File: src/dtdt_pkg.sv
// Shared types, register codes and constants for the debounced toggle drive tick block.
package dtdt_pkg;

    localparam int CFG_IDX_W  = 3;
    localparam int CFG_DATA_W = 11;
    localparam int CNT_W      = 8;
    localparam int ELAPSED_W  = 11;
    localparam int SERVO_W    = 8;

    // Configuration register indexes.
    typedef enum logic [CFG_IDX_W-1:0] {
        CFG_DEBOUNCE_LIMIT = 3'd0,
        CFG_RED_IDLE       = 3'd1,
        CFG_RED_WALK       = 3'd2,
        CFG_GREEN_BASE     = 3'd3,
        CFG_LED_ON         = 3'd4
    } t_cfg_reg;

    localparam logic [CNT_W-1:0]     RST_DEBOUNCE_LIMIT = 8'd50;
    localparam logic [ELAPSED_W-1:0] RST_RED_IDLE       = 11'd1000;
    localparam logic [ELAPSED_W-1:0] RST_RED_WALK       = 11'd200;
    localparam logic [ELAPSED_W-1:0] RST_GREEN_BASE     = 11'd50;
    localparam logic [ELAPSED_W-1:0] RST_LED_ON         = 11'd1;

    localparam logic [CNT_W-1:0]     CNT_MAX     = '1;
    localparam logic [ELAPSED_W-1:0] ELAPSED_MAX = '1;

    localparam int SERVO_STOP = 90;
    localparam int SERVO_TOP  = 255;

    // Division by 15 as a multiply by ceil(2^16 / 15) and a shift of 16.
    // Exact for dividends below 4096, which covers ADC widths up to 12 bits.
    localparam int              POWER_RECIP_W = 13;
    localparam logic [12:0]     POWER_RECIP   = 13'd4370;
    localparam int              POWER_SHIFT   = 16;

endpackage

File: src/dtdt_ifs.sv
// Handshake interfaces for the sample, result and configuration channels.
interface dtdt_in_if #(
    parameter int ADC_BITS = 10
);
    logic                valid;
    logic                ready;
    logic                switch_pin;
    logic [ADC_BITS-1:0] speed_adc;
    logic [ADC_BITS-1:0] slider_adc;

    modport source (output valid, output switch_pin, output speed_adc, output slider_adc,
                    input ready);
    modport sink   (input valid, input switch_pin, input speed_adc, input slider_adc,
                    output ready);
endinterface

interface dtdt_out_if;
    logic                          valid;
    logic                          ready;
    logic [dtdt_pkg::SERVO_W-1:0]  left_servo;
    logic [dtdt_pkg::SERVO_W-1:0]  right_servo;
    logic                          green_on;
    logic                          red_on;
    logic                          walk_active;

    modport source (output valid, output left_servo, output right_servo, output green_on,
                    output red_on, output walk_active, input ready);
    modport sink   (input valid, input left_servo, input right_servo, input green_on,
                    input red_on, input walk_active, output ready);
endinterface

interface dtdt_cfg_if;
    logic                             valid;
    logic                             ready;
    logic [dtdt_pkg::CFG_IDX_W-1:0]   index;
    logic [dtdt_pkg::CFG_DATA_W-1:0]  data;

    modport source (output valid, output index, output data, input ready);
    modport sink   (input valid, input index, input data, output ready);
endinterface

File: src/debounced_toggle_drive_tick_unit.sv
// Top level: switch debounce, walk mode toggle, servo drive and LED blink timers.
//
// Usage: each request on i_in is one 1 ms tick carrying the active-low switch level
// and the speed and slider ADC readings. Every request yields exactly one result on
// o_out with both servo commands, both LED levels and the walk mode flag.
// A request accepted on i_in is held in the sample register and moves on to the result
// register, and so to o_out, when the result register is free or being drained. One
// request is taken every cycle while o_out is not stalled; the rate is set by the single
// update of the debounce, walk and blink state, which is combinational between the
// sample register and the result register.
// The configuration channel i_cfg is always ready; writes take effect for requests
// processed after the write and should be issued only while no request is in flight.
// Indexes that name no register are ignored.
// Reset (synchronous, active low) clears all tick state, empties both register
// stages and loads the register defaults. When the receiver holds o_out.ready low,
// the result stays on o_out, one further request is held in the sample register,
// and i_in.ready falls until the result is taken.
module debounced_toggle_drive_tick_unit #(
    parameter int ADC_BITS = 10
) (
    input  logic         i_clk,
    input  logic         i_rst_n,
    dtdt_in_if.sink      i_in,
    dtdt_out_if.source   o_out,
    dtdt_cfg_if.sink     i_cfg
);

    localparam int PWR_W   = ADC_BITS - 3;
    localparam int PROD_W  = ADC_BITS + dtdt_pkg::POWER_RECIP_W;
    localparam int DIFF_W  = ADC_BITS + 1;
    localparam int MUL_W   = PWR_W + 1 + DIFF_W;
    localparam int GRN_W   = ((ADC_BITS - 1 > dtdt_pkg::ELAPSED_W) ?
                              ADC_BITS - 1 : dtdt_pkg::ELAPSED_W) + 1;
    localparam int SUM_W   = ((PWR_W + 1 > 9) ? PWR_W + 1 : 9) + 1;
    localparam int ADC_MID = 1 << (ADC_BITS - 1);

    localparam logic [ADC_BITS-1:0]      ADC_MAX   = '1;
    localparam logic signed [DIFF_W-1:0] MID_S     = DIFF_W'(ADC_MID);
    localparam logic signed [MUL_W-1:0]  TRUNC_ADJ = MUL_W'(ADC_MID - 1);
    localparam logic signed [SUM_W-1:0]  SERVO_MID = SUM_W'(dtdt_pkg::SERVO_STOP);
    localparam logic signed [SUM_W-1:0]  SERVO_TOP = SUM_W'(dtdt_pkg::SERVO_TOP);

    // Configuration registers.
    logic [dtdt_pkg::CNT_W-1:0]     r_debounce_limit;
    logic [dtdt_pkg::ELAPSED_W-1:0] r_red_idle_period;
    logic [dtdt_pkg::ELAPSED_W-1:0] r_red_walk_period;
    logic [dtdt_pkg::ELAPSED_W-1:0] r_green_base_period;
    logic [dtdt_pkg::ELAPSED_W-1:0] r_led_on_period;

    // Tick state.
    logic                           r_last_raw;
    logic [dtdt_pkg::CNT_W-1:0]     r_run_count;
    logic                           r_debounced;
    logic                           r_walk_mode;
    logic                           r_green_state;
    logic                           r_red_state;
    logic [dtdt_pkg::ELAPSED_W-1:0] r_green_elapsed;
    logic [dtdt_pkg::ELAPSED_W-1:0] r_red_elapsed;

    // Sample register.
    logic                           r_s1_valid;
    logic                           r_s1_pressed;
    logic [ADC_BITS-1:0]            r_s1_speed;
    logic [PWR_W-1:0]               r_s1_power;
    logic signed [DIFF_W-1:0]       r_s1_diff;

    // Result register.
    logic                           r_out_valid;
    logic [dtdt_pkg::SERVO_W-1:0]   r_left_servo;
    logic [dtdt_pkg::SERVO_W-1:0]   r_right_servo;
    logic                           r_green_on;
    logic                           r_red_on;
    logic                           r_walk_active;

    logic                           w_in_accept;
    logic                           w_s1_adv;
    logic [ADC_BITS-1:0]            w_inv_speed;
    logic [PROD_W-1:0]              w_power_prod;
    logic [PWR_W-1:0]               n_power;

    logic [dtdt_pkg::CNT_W-1:0]     w_count;
    logic [dtdt_pkg::CNT_W-1:0]     n_run_count;
    logic                           n_debounced;
    logic                           n_walk_mode;
    logic signed [MUL_W-1:0]        w_mul;
    logic signed [MUL_W-1:0]        w_mul_adj;
    logic signed [MUL_W-1:0]        w_mul_shift;
    logic signed [PWR_W:0]          w_drive;
    logic signed [SUM_W-1:0]        w_left;
    logic signed [SUM_W-1:0]        w_right;
    logic [GRN_W-1:0]               w_green_period;
    logic [GRN_W-1:0]               w_red_period;
    logic [dtdt_pkg::ELAPSED_W:0]   w_green_blink;
    logic [dtdt_pkg::ELAPSED_W:0]   w_red_blink;

    // One blink timer step; returns {new LED level, new elapsed count}.
    function automatic logic [dtdt_pkg::ELAPSED_W:0] blink_step(
        input logic                           led,
        input logic [dtdt_pkg::ELAPSED_W-1:0] elapsed,
        input logic [GRN_W-1:0]               period
    );
        logic [dtdt_pkg::ELAPSED_W-1:0] e;
        e = (elapsed == dtdt_pkg::ELAPSED_MAX) ? elapsed : elapsed + 1'b1;
        if (GRN_W'(e) > period) begin
            blink_step = {~led, {dtdt_pkg::ELAPSED_W{1'b0}}};
        end else begin
            blink_step = {led, e};
        end
    endfunction

    function automatic logic [dtdt_pkg::SERVO_W-1:0] servo_clip(
        input logic signed [SUM_W-1:0] v
    );
        priority if (v < 0) begin
            servo_clip = '0;
        end else if (v > SERVO_TOP) begin
            servo_clip = '1;
        end else begin
            servo_clip = v[dtdt_pkg::SERVO_W-1:0];
        end
    endfunction

    assign w_s1_adv    = r_s1_valid && (!r_out_valid || o_out.ready);
    assign i_in.ready  = !r_s1_valid || w_s1_adv;
    assign w_in_accept = i_in.valid && i_in.ready;
    assign i_cfg.ready = 1'b1;

    // The speed-to-power division runs ahead of the sample register.
    assign w_inv_speed  = ADC_MAX - i_in.speed_adc;
    assign w_power_prod = PROD_W'(w_inv_speed) * PROD_W'(dtdt_pkg::POWER_RECIP);
    assign n_power      = w_power_prod[dtdt_pkg::POWER_SHIFT +: PWR_W];

    always_comb begin
        // Debounce on the pressed level.
        if (r_s1_pressed == r_last_raw) begin
            w_count = (r_run_count == dtdt_pkg::CNT_MAX) ? r_run_count : r_run_count + 1'b1;
        end else begin
            w_count = '0;
        end
        if (w_count > r_debounce_limit) begin
            n_debounced = r_s1_pressed;
            n_run_count = r_debounce_limit + 1'b1;
        end else begin
            n_debounced = r_debounced;
            n_run_count = w_count;
        end

        // Releasing the debounced switch toggles walk mode.
        n_walk_mode = r_walk_mode ^ (r_debounced & ~n_debounced);

        // Signed divide by a power of two, truncating toward zero.
        w_mul       = MUL_W'($signed({1'b0, r_s1_power})) * MUL_W'(r_s1_diff);
        w_mul_adj   = (w_mul < 0) ? w_mul + TRUNC_ADJ : w_mul;
        w_mul_shift = w_mul_adj >>> (ADC_BITS - 1);
        w_drive     = n_walk_mode ? w_mul_shift[PWR_W:0] : '0;
        w_left      = SERVO_MID + SUM_W'(w_drive);
        w_right     = SERVO_MID - SUM_W'(w_drive);

        w_green_period = r_green_state ? GRN_W'(r_led_on_period) :
                         GRN_W'(r_green_base_period) + GRN_W'(r_s1_speed >> 1);
        w_red_period   = r_red_state ? GRN_W'(r_led_on_period) :
                         (n_walk_mode ? GRN_W'(r_red_walk_period) : GRN_W'(r_red_idle_period));
        w_green_blink  = blink_step(r_green_state, r_green_elapsed, w_green_period);
        w_red_blink    = blink_step(r_red_state, r_red_elapsed, w_red_period);
    end

    always_ff @(posedge i_clk) begin
        if (!i_rst_n) begin
            r_debounce_limit    <= dtdt_pkg::RST_DEBOUNCE_LIMIT;
            r_red_idle_period   <= dtdt_pkg::RST_RED_IDLE;
            r_red_walk_period   <= dtdt_pkg::RST_RED_WALK;
            r_green_base_period <= dtdt_pkg::RST_GREEN_BASE;
            r_led_on_period     <= dtdt_pkg::RST_LED_ON;
        end else if (i_cfg.valid) begin
            unique case (dtdt_pkg::t_cfg_reg'(i_cfg.index))
                dtdt_pkg::CFG_DEBOUNCE_LIMIT: r_debounce_limit <= i_cfg.data[dtdt_pkg::CNT_W-1:0];
                dtdt_pkg::CFG_RED_IDLE:       r_red_idle_period   <= i_cfg.data;
                dtdt_pkg::CFG_RED_WALK:       r_red_walk_period   <= i_cfg.data;
                dtdt_pkg::CFG_GREEN_BASE:     r_green_base_period <= i_cfg.data;
                dtdt_pkg::CFG_LED_ON:         r_led_on_period     <= i_cfg.data;
                default: begin
                end
            endcase
        end
    end

    always_ff @(posedge i_clk) begin
        if (!i_rst_n) begin
            r_s1_valid <= 1'b0;
        end else if (w_in_accept) begin
            r_s1_valid <= 1'b1;
        end else if (w_s1_adv) begin
            r_s1_valid <= 1'b0;
        end
    end

    always_ff @(posedge i_clk) begin
        if (w_in_accept) begin
            r_s1_pressed <= ~i_in.switch_pin;
            r_s1_speed   <= i_in.speed_adc;
            r_s1_power   <= n_power;
            r_s1_diff    <= $signed({1'b0, i_in.slider_adc}) - MID_S;
        end
    end

    always_ff @(posedge i_clk) begin
        if (!i_rst_n) begin
            r_last_raw      <= 1'b0;
            r_run_count     <= '0;
            r_debounced     <= 1'b0;
            r_walk_mode     <= 1'b0;
            r_green_state   <= 1'b0;
            r_red_state     <= 1'b0;
            r_green_elapsed <= '0;
            r_red_elapsed   <= '0;
            r_out_valid     <= 1'b0;
        end else begin
            if (w_s1_adv) begin
                r_last_raw      <= r_s1_pressed;
                r_run_count     <= n_run_count;
                r_debounced     <= n_debounced;
                r_walk_mode     <= n_walk_mode;
                r_green_state   <= w_green_blink[dtdt_pkg::ELAPSED_W];
                r_green_elapsed <= w_green_blink[dtdt_pkg::ELAPSED_W-1:0];
                r_red_state     <= w_red_blink[dtdt_pkg::ELAPSED_W];
                r_red_elapsed   <= w_red_blink[dtdt_pkg::ELAPSED_W-1:0];
                r_out_valid     <= 1'b1;
            end else if (o_out.ready) begin
                r_out_valid     <= 1'b0;
            end
        end
    end

    always_ff @(posedge i_clk) begin
        if (w_s1_adv) begin
            r_left_servo  <= servo_clip(w_left);
            r_right_servo <= servo_clip(w_right);
            r_green_on    <= w_green_blink[dtdt_pkg::ELAPSED_W];
            r_red_on      <= w_red_blink[dtdt_pkg::ELAPSED_W];
            r_walk_active <= n_walk_mode;
        end
    end

    assign o_out.valid       = r_out_valid;
    assign o_out.left_servo  = r_left_servo;
    assign o_out.right_servo = r_right_servo;
    assign o_out.green_on    = r_green_on;
    assign o_out.red_on      = r_red_on;
    assign o_out.walk_active = r_walk_active;

endmodule

File: src/flat_wrapper.sv
// flat-port wrapper written by rule: the top's interface ports become plain ports
module debounced_toggle_drive_tick_unit_flat 
#(
    parameter int ADC_BITS = 10
)
  (i_clk, i_rst_n, i_in_valid, i_in_switch_pin, i_in_speed_adc, i_in_slider_adc, i_in_ready, o_out_valid, o_out_left_servo, o_out_right_servo, o_out_green_on, o_out_red_on, o_out_walk_active, o_out_ready, i_cfg_valid, i_cfg_index, i_cfg_data, i_cfg_ready);
  dtdt_in_if #(.ADC_BITS(ADC_BITS)) i_in_i ();
  dtdt_out_if o_out_i ();
  dtdt_cfg_if i_cfg_i ();
  input  logic i_clk;
  input  logic i_rst_n;
  input wire logic [$bits(i_in_i.valid)-1:0] i_in_valid;
  input wire logic [$bits(i_in_i.switch_pin)-1:0] i_in_switch_pin;
  input wire logic [$bits(i_in_i.speed_adc)-1:0] i_in_speed_adc;
  input wire logic [$bits(i_in_i.slider_adc)-1:0] i_in_slider_adc;
  output wire logic [$bits(i_in_i.ready)-1:0] i_in_ready;
  output wire logic [$bits(o_out_i.valid)-1:0] o_out_valid;
  output wire logic [$bits(o_out_i.left_servo)-1:0] o_out_left_servo;
  output wire logic [$bits(o_out_i.right_servo)-1:0] o_out_right_servo;
  output wire logic [$bits(o_out_i.green_on)-1:0] o_out_green_on;
  output wire logic [$bits(o_out_i.red_on)-1:0] o_out_red_on;
  output wire logic [$bits(o_out_i.walk_active)-1:0] o_out_walk_active;
  input wire logic [$bits(o_out_i.ready)-1:0] o_out_ready;
  input wire logic [$bits(i_cfg_i.valid)-1:0] i_cfg_valid;
  input wire logic [$bits(i_cfg_i.index)-1:0] i_cfg_index;
  input wire logic [$bits(i_cfg_i.data)-1:0] i_cfg_data;
  output wire logic [$bits(i_cfg_i.ready)-1:0] i_cfg_ready;
  assign i_in_i.valid = i_in_valid;
  assign i_in_i.switch_pin = i_in_switch_pin;
  assign i_in_i.speed_adc = i_in_speed_adc;
  assign i_in_i.slider_adc = i_in_slider_adc;
  assign i_in_ready = i_in_i.ready;
  assign o_out_valid = o_out_i.valid;
  assign o_out_left_servo = o_out_i.left_servo;
  assign o_out_right_servo = o_out_i.right_servo;
  assign o_out_green_on = o_out_i.green_on;
  assign o_out_red_on = o_out_i.red_on;
  assign o_out_walk_active = o_out_i.walk_active;
  assign o_out_i.ready = o_out_ready;
  assign i_cfg_i.valid = i_cfg_valid;
  assign i_cfg_i.index = i_cfg_index;
  assign i_cfg_i.data = i_cfg_data;
  assign i_cfg_ready = i_cfg_i.ready;
  debounced_toggle_drive_tick_unit #(.ADC_BITS(ADC_BITS)) u_core (.i_clk(i_clk), .i_rst_n(i_rst_n), .i_in(i_in_i), .o_out(o_out_i), .i_cfg(i_cfg_i));
endmodule
File: config.mk
export PLATFORM = sky130hd
export DESIGN_NAME = debounced_toggle_drive_tick_unit_flat
export DESIGN_NICKNAME = d
export VERILOG_FILES = /design/src/dtdt_pkg.sv /design/src/dtdt_ifs.sv /design/src/debounced_toggle_drive_tick_unit.sv /design/src/flat_wrapper.sv
export SDC_FILE = /design/constraint.sdc
export NUM_CORES = 1
export LEC_CHECK = 0
export BUFFER_PORTS_ARGS = -buffer_cell sky130_fd_sc_hd__buf_2
export CORE_MARGIN = 3
export CORE_UTILIZATION = 35
export DETAILED_ROUTE_END_ITERATION = 8
export PLACE_DENSITY_LB_ADDON = 0.3
export SLEW_MARGIN = 5
export SYNTH_ARGS = -nofsm -noshare
export SYNTH_HDL_FRONTEND = slang
export SYNTH_SLANG_ARGS = --single-unit
File: constraint.sdc
create_clock -name i_clk -period 5.9 [get_ports i_clk]
set_clock_uncertainty 0.2 [all_clocks]
set_input_delay 1.77 -clock i_clk [delete_from_list [all_inputs] [get_ports i_clk]]
set_output_delay 1.77 -clock i_clk [all_outputs]
set_load 0.02 [all_outputs]
# Word level (Yosys, flattened, before mapping)
# Cells that the tools add are included.
[op_classes]
n_addsub = 10
multipliers = 2
n_lt_le_gt_ge = 8
n_eq_ne = 8
muxes = 19
bitwise_logic = 6
reduce_logical = 14
[op_table]
columns = ["op", "count"]
rows = [
  ["$mux W12", 4],
  ["$mux W8", 6],
  ["$mux W11", 3],
  ["$gt A11 B12 Y1", 2],
  ["$add A11 B1 Y11 const B", 2],
  ["$eq A11 B11 Y1 const B", 2],
  ["$mul A10 B12 Y22 const B", 1],
  ["$lt A19 B1 Y1 const B", 1],
  ["$mul A8 B11 Y19", 1],
  ["$gt A9 B9 Y1 const B", 2],
  ["$lt A9 B1 Y1 const B", 2],
  ["$add A17 B10 Y17 const B", 1],
  ["$mux W17", 1],
  ["$add A8 B1 Y8 const B", 2],
  ["$add A11 B9 Y12", 1],
  ["$sub A10 B10 Y11 const B", 1],
  ["$reduce_and A2 Y1", 5],
  ["$sub A10 B10 Y10 const A", 1],
  ["$add A8 B8 Y9 const A", 1],
  ["$sub A8 B8 Y9 const A", 1],
  ["$eq A8 B8 Y1 const B", 1],
  ["$gt A8 B8 Y1", 1],
  ["$eq A3 B2 Y1 const B", 2],
  ["$mux W1", 5],
  ["11 further kinds", 18],
]
[totals]
ff_bits = 137
in_bits = 40
output_inout_bits = 22
elab_cells = 91

# Depth between registers and ports, before layout
[depth]
depth_word = 12
mapped_depth = 31
ltp_nobuf = 29

# Least setup slack after synthesis
# No wires, ideal clock.
[synth_timing]
path_kind = "register -> register"
from = "register u_core.r_s1_power[3]"
to = "register u_core.r_right_servo (netlist bit u_core.o_out.right_servo[7]) (data pin)"
setup_ps = 170
arrival_ps = 6149
required_time_ps = 5530
path_slack_ps = -618
stages_incl_launch_ff = 27
n_path_buf = 3
synth_period_minus_slack_ps = 6518
path_cell_list = "edfxtp_1 -> clkbuf_1 -> and2_1 -> fa_1 -> inv_1 -> fa_1 -> inv_1 -> fa_1 -> inv_1 -> fa_1 -> inv_1 -> ha_1 -> buf_2 -> and4_1 -> and4_1 -> a211oi_1 -> a31oi_1 -> or4_1 -> buf_2 -> xnor2_1 -> nor2_1 -> inv_1 -> ha_1 -> nor3_1 -> nand4_1 -> mux2i_1 -> nor4_2"
[synth_via]
elab_chain_cells = 7
[synth_rtl]
columns = ["item", "line", "source"]
rows = [
  ["start, declared", "debounced_toggle_drive_tick_unit.sv:64", "logic [PWR_W-1:0] r_s1_power;"],
  ["start signal, assigned", "debounced_toggle_drive_tick_unit.sv:201", "r_s1_power <= n_power;"],
  ["$mul A8 B11 Y19 (*)", "debounced_toggle_drive_tick_unit.sv:152", "w_mul = MUL_W'($signed({1'b0, r_s1_power})) * MUL_W'(r_s1_diff);"],
  ["$add A17 B10 Y17 / $lt A19 B1 Y1 (equally long branches)", "debounced_toggle_drive_tick_unit.sv:153", "w_mul_adj = (w_mul < 0) ? w_mul + TRUNC_ADJ : w_mul;"],
  ["$mux W17 (*)", "debounced_toggle_drive_tick_unit.sv:153", ""],
  ["$mux W8 (*)", "debounced_toggle_drive_tick_unit.sv:155", "w_drive = n_walk_mode ? w_mul_shift[PWR_W:0] : '0;"],
  ["$sub A8 B8 Y9 (*)", "debounced_toggle_drive_tick_unit.sv:157", "w_right = SERVO_MID - SUM_W'(w_drive);"],
  ["$gt A9 B9 Y1", "debounced_toggle_drive_tick_unit.sv:116", "end else if (v > SERVO_TOP) begin"],
  ["$mux W8", "debounced_toggle_drive_tick_unit.sv:116", ""],
  ["end signal, assigned", "debounced_toggle_drive_tick_unit.sv:237", "r_right_servo <= servo_clip(w_right);"],
  ["end, declared", "debounced_toggle_drive_tick_unit.sv:70", "logic [dtdt_pkg::SERVO_W-1:0] r_right_servo;"],
]
# Every way passes the cells marked *; elsewhere a longest branch is shown, timed or not.
# A chain may end at the register's enable or synchronous reset.

# Final worst setup path
[layout_timing]
from = "register u_core.r_s1_diff[3]"
to = "register u_core.r_right_servo (netlist bit u_core.o_out.right_servo[1]) (data pin)"
[layout_via]
elab_chain_cells = 7
[layout_rtl]
columns = ["item", "line", "source"]
rows = [
  ["start, declared", "debounced_toggle_drive_tick_unit.sv:65", "logic signed [DIFF_W-1:0] r_s1_diff;"],
  ["start signal, assigned", "debounced_toggle_drive_tick_unit.sv:202", "r_s1_diff <= $signed({1'b0, i_in.slider_adc}) - MID_S;"],
  ["$mul A8 B11 Y19 (*)", "debounced_toggle_drive_tick_unit.sv:152", ""],
  ["$add A17 B10 Y17 / $lt A19 B1 Y1 (equally long branches)", "debounced_toggle_drive_tick_unit.sv:153", ""],
  ["$mux W17 (*)", "debounced_toggle_drive_tick_unit.sv:153", ""],
  ["$mux W8 (*)", "debounced_toggle_drive_tick_unit.sv:155", ""],
  ["$sub A8 B8 Y9 (*)", "debounced_toggle_drive_tick_unit.sv:157", ""],
  ["$gt A9 B9 Y1", "debounced_toggle_drive_tick_unit.sv:116", ""],
  ["$mux W8", "debounced_toggle_drive_tick_unit.sv:116", ""],
]
# Marks and branches as above.

==> impl_metrics.ini <==
[outcome]
status = complete, but fails checks
violations = setup timing

[floorplanning]
start_util_pct = 36.03
die_area_um2 = 35110
rows = 65
io-pin-count = 62
die_height_um = 187.4
core_um2 = 31960
die_w_um = 187.4

[min_path]
min_path_type = reg2reg

[setup_path]
rrSetupSlack_ns = -0.25
critPathArrivalTime_ns = 6.14
crit_fanout = 6
setup.worst_path.start_class = register
worst-setup-path-type = reg2reg
required_ns = 5.89
endpoint_kind = register

[global_routing]
grt.overflow.total = 0
grt_first_pass_wirelength_um = 46090
grt_use_total_pct = 15.74
antenna_found_initial = 0
first_global_vias = 9536
grt_max_degree = 59

[timing]
hold_viol = 0
setup_tns_ns = -2.889
tightest_slew_ns = 1.066
min_period_ns = 6.146
rsz0062_at_grt = true
worst_slack_ns = -0.2457
post-route-period-util_pct = 104.2
final_max_slew_viol_count = 0
whs_ns = 0.2675
setup_viol = 15
relSlewSlack_pct = 28.82
maxClockFrequency_mhz = 162.7

[cts]
h-tree-depth = 4
cts_buffer_depth = 2
hold_buffers = 0
clk_latency_ns = 0.44
cts_root_buf = clkbuf_16
clkTransAtPathRegs_ns = 0.07
cts_sinks = 135
cts_buffers = 17
cts_tree = done

[yosys]
yosys.area.top_type_share_pct = 15.47
seq_area_frac_synth_pct = 27.47
synth_edf_count = 46
synthArstFlopShare_pct = 0
synthTopCellsByArea = dfxtp_1, ha_1, edfxtp_1, fa_1, nand2_1
synth_flop_cell = dfxtp_1
yosysWarnings = 0
synth_cell_types = 71
ys_seq_elements = 135
synth_top_cell_by_area = dfxtp_1
netlist_instances = 1325
synth_area_per_cell_um2 = 8.690
synth_area_um2 = 11510
syn_nets = 1559

[place]
numPortBuffers = 60
place_congestion = 0.8392
dp_cells = 1870
dp_hpwl_um = 20760

[detailed_routing]
antenna_left = 0
routed_wl_um = 26990
wire_per_inst_um = 13.98
drtIter0Drc = 413
num_vias = 9320
viasPerCell = 4.829
firstDrtPassIters = 5
remaining_drc_errors = 0

[run]
drv_cap = 0

[final_layout]
syn_to_final_growth_pct = 23.09
diodes = 0
nNetsFinal = 1716
layout-drive-gt1-share_pct = 21.00
fin_cells = 1930

[power]
peakVddDrop_mv = 0.4451
p_per_area_nw_per_um2 = 606.1
p_leak_nw = 6.380
-- worst paths after layout --
| check | from | to | cells after the start |
|---|---|---|---|
| worst min register to register | u_core.r_red_walk_period[4] | u_core.r_red_walk_period[4] | 2 |
| worst max-delay path | u_core.r_s1_diff[3] | u_core.o_out.right_servo[1] | 23 |
| worst max register to register | u_core.r_s1_diff[3] | u_core.o_out.right_servo[1] | 23 |
| worst min-delay path | u_core.r_red_walk_period[4] | u_core.r_red_walk_period[4] | 2 |
-- flip-flops by register name, indices dropped and copies added (netlist names), 7 cells and up --
signal and cells:
u_core.r_s1_power 7, u_core.r_red_idle_period 11, u_core.r_s1_diff 10, u_core.r_green_elapsed 11
u_core.o_out.right_servo 8, u_core.r_red_elapsed 11, u_core.r_led_on_period 11, u_core.o_out.left_servo 8
u_core.r_debounce_limit 8, u_core.r_run_count 8, u_core.r_s1_speed 9, u_core.r_green_base_period 11
u_core.r_red_walk_period 11
-- routing by layer --
| layer | part of all wire [%] | track usage, % |
|---|---|---|
| met3 | 3.0 | 2.174 |
| met5 | 0 | 0 |
| met2 | 46 | 25.99 |
| met1 | 49 | 21.54 |
| met4 | 1.6 | 4.646 |
-- area by class of cell --
cell class | instances | area [um2]
Sequential cell | 135 | 3163
Tap cell | 435 | 544.3
Multi-Input combinational cell | 993 | 8020
Clock buffer | 17 | 425.4
Clock inverter | 15 | 185.2
Fill cell | 3104 | 17790
Inverter | 150 | 563.0
Timing Repair Buffer | 185 | 1272
-- Yosys cell counts (all sizes together), types with 38 or more instances --
cell type	count
ha	128
and2	64
nor2	56
dfxtp	89
a21oi	70
nand3	48
inv	150
nand2	211
xnor2	45
o21ai	38
edfxtp	46
clkbuf	40
a21boi	52
fa	66
-- through the flow --
stage	power, mW	setup WS (ns)	area [um2]	util (%)
floorplan	4.780	-0.1378	11750	-
global placement	6.677	-0.3364	13090	40.96
detailed placement	6.735	-0.4313	13090	40.96
CTS	8.249	-0.1462	14010	43.84
global route	9.364	-0.4521	14170	44.35
finish	8.590	-0.2457	14170	44.35
-- layout by cell type (no fill, tap or decap), types with 12 or more instances in the layout --
cell and instances:
a21boi_0 52, a21o_1 12, buf_4 111, fa_1 62, o21ai_0 31, xnor2_1 42
clkbuf_16 17, nand2_1 204, edfxtp_1 46, nand3_1 46, nor2_1 50, and2_1 57
nor2b_1 18, ha_1 118, a21oi_1 66, buf_2 63, inv_1 139, dfxtp_1 89
xor2_1 23
-- power breakdown --
part	internal, mW	leakage (nW)	switching (mW)
clock network	0.643	0.297	0.492
logic	3.13	4.94	3.30
registers	0.998	1.14	0.0322
-- logic make-up after synthesis --
kind of cell,share of synthesized area [%]
simple gates,20.24
buf+inv,6.509
other cells,0.03257
xor+xnor,5.400
flops,27.47
fa+ha+maj,25.38
compound gates,13.71
mux,1.250
-- critical path: stages, from the launching register on --
cell       delay (ns)
edfxtp_1         0.46
nand2_2          0.09
fa_1             0.49
fa_1             0.50
inv_2            0.04
fa_1             0.54
inv_2            0.04
fa_1             0.51
inv_2            0.05
ha_4             0.26
buf_6            0.12
nand2_4          0.07
o2111ai_4        0.10
and3_4           0.19
or4_1            0.50
or4_4            0.59
a211oi_4         0.23
buf_6            0.15
mux2i_4          0.27
a31oi_4          0.07
nor3_4           0.14
buf_6            0.15
buf_6            0.10
nor2b_1          0.04
-- timing repair --
item                                    CTS  global route
buffers inserted                         27             4
endpoints found under the setup margin   15            18
gates cloned                              0             0
pin swaps                                39            19
gates resized for setup                  27            36
Note: power is estimated with default switching activity, not from simulation.
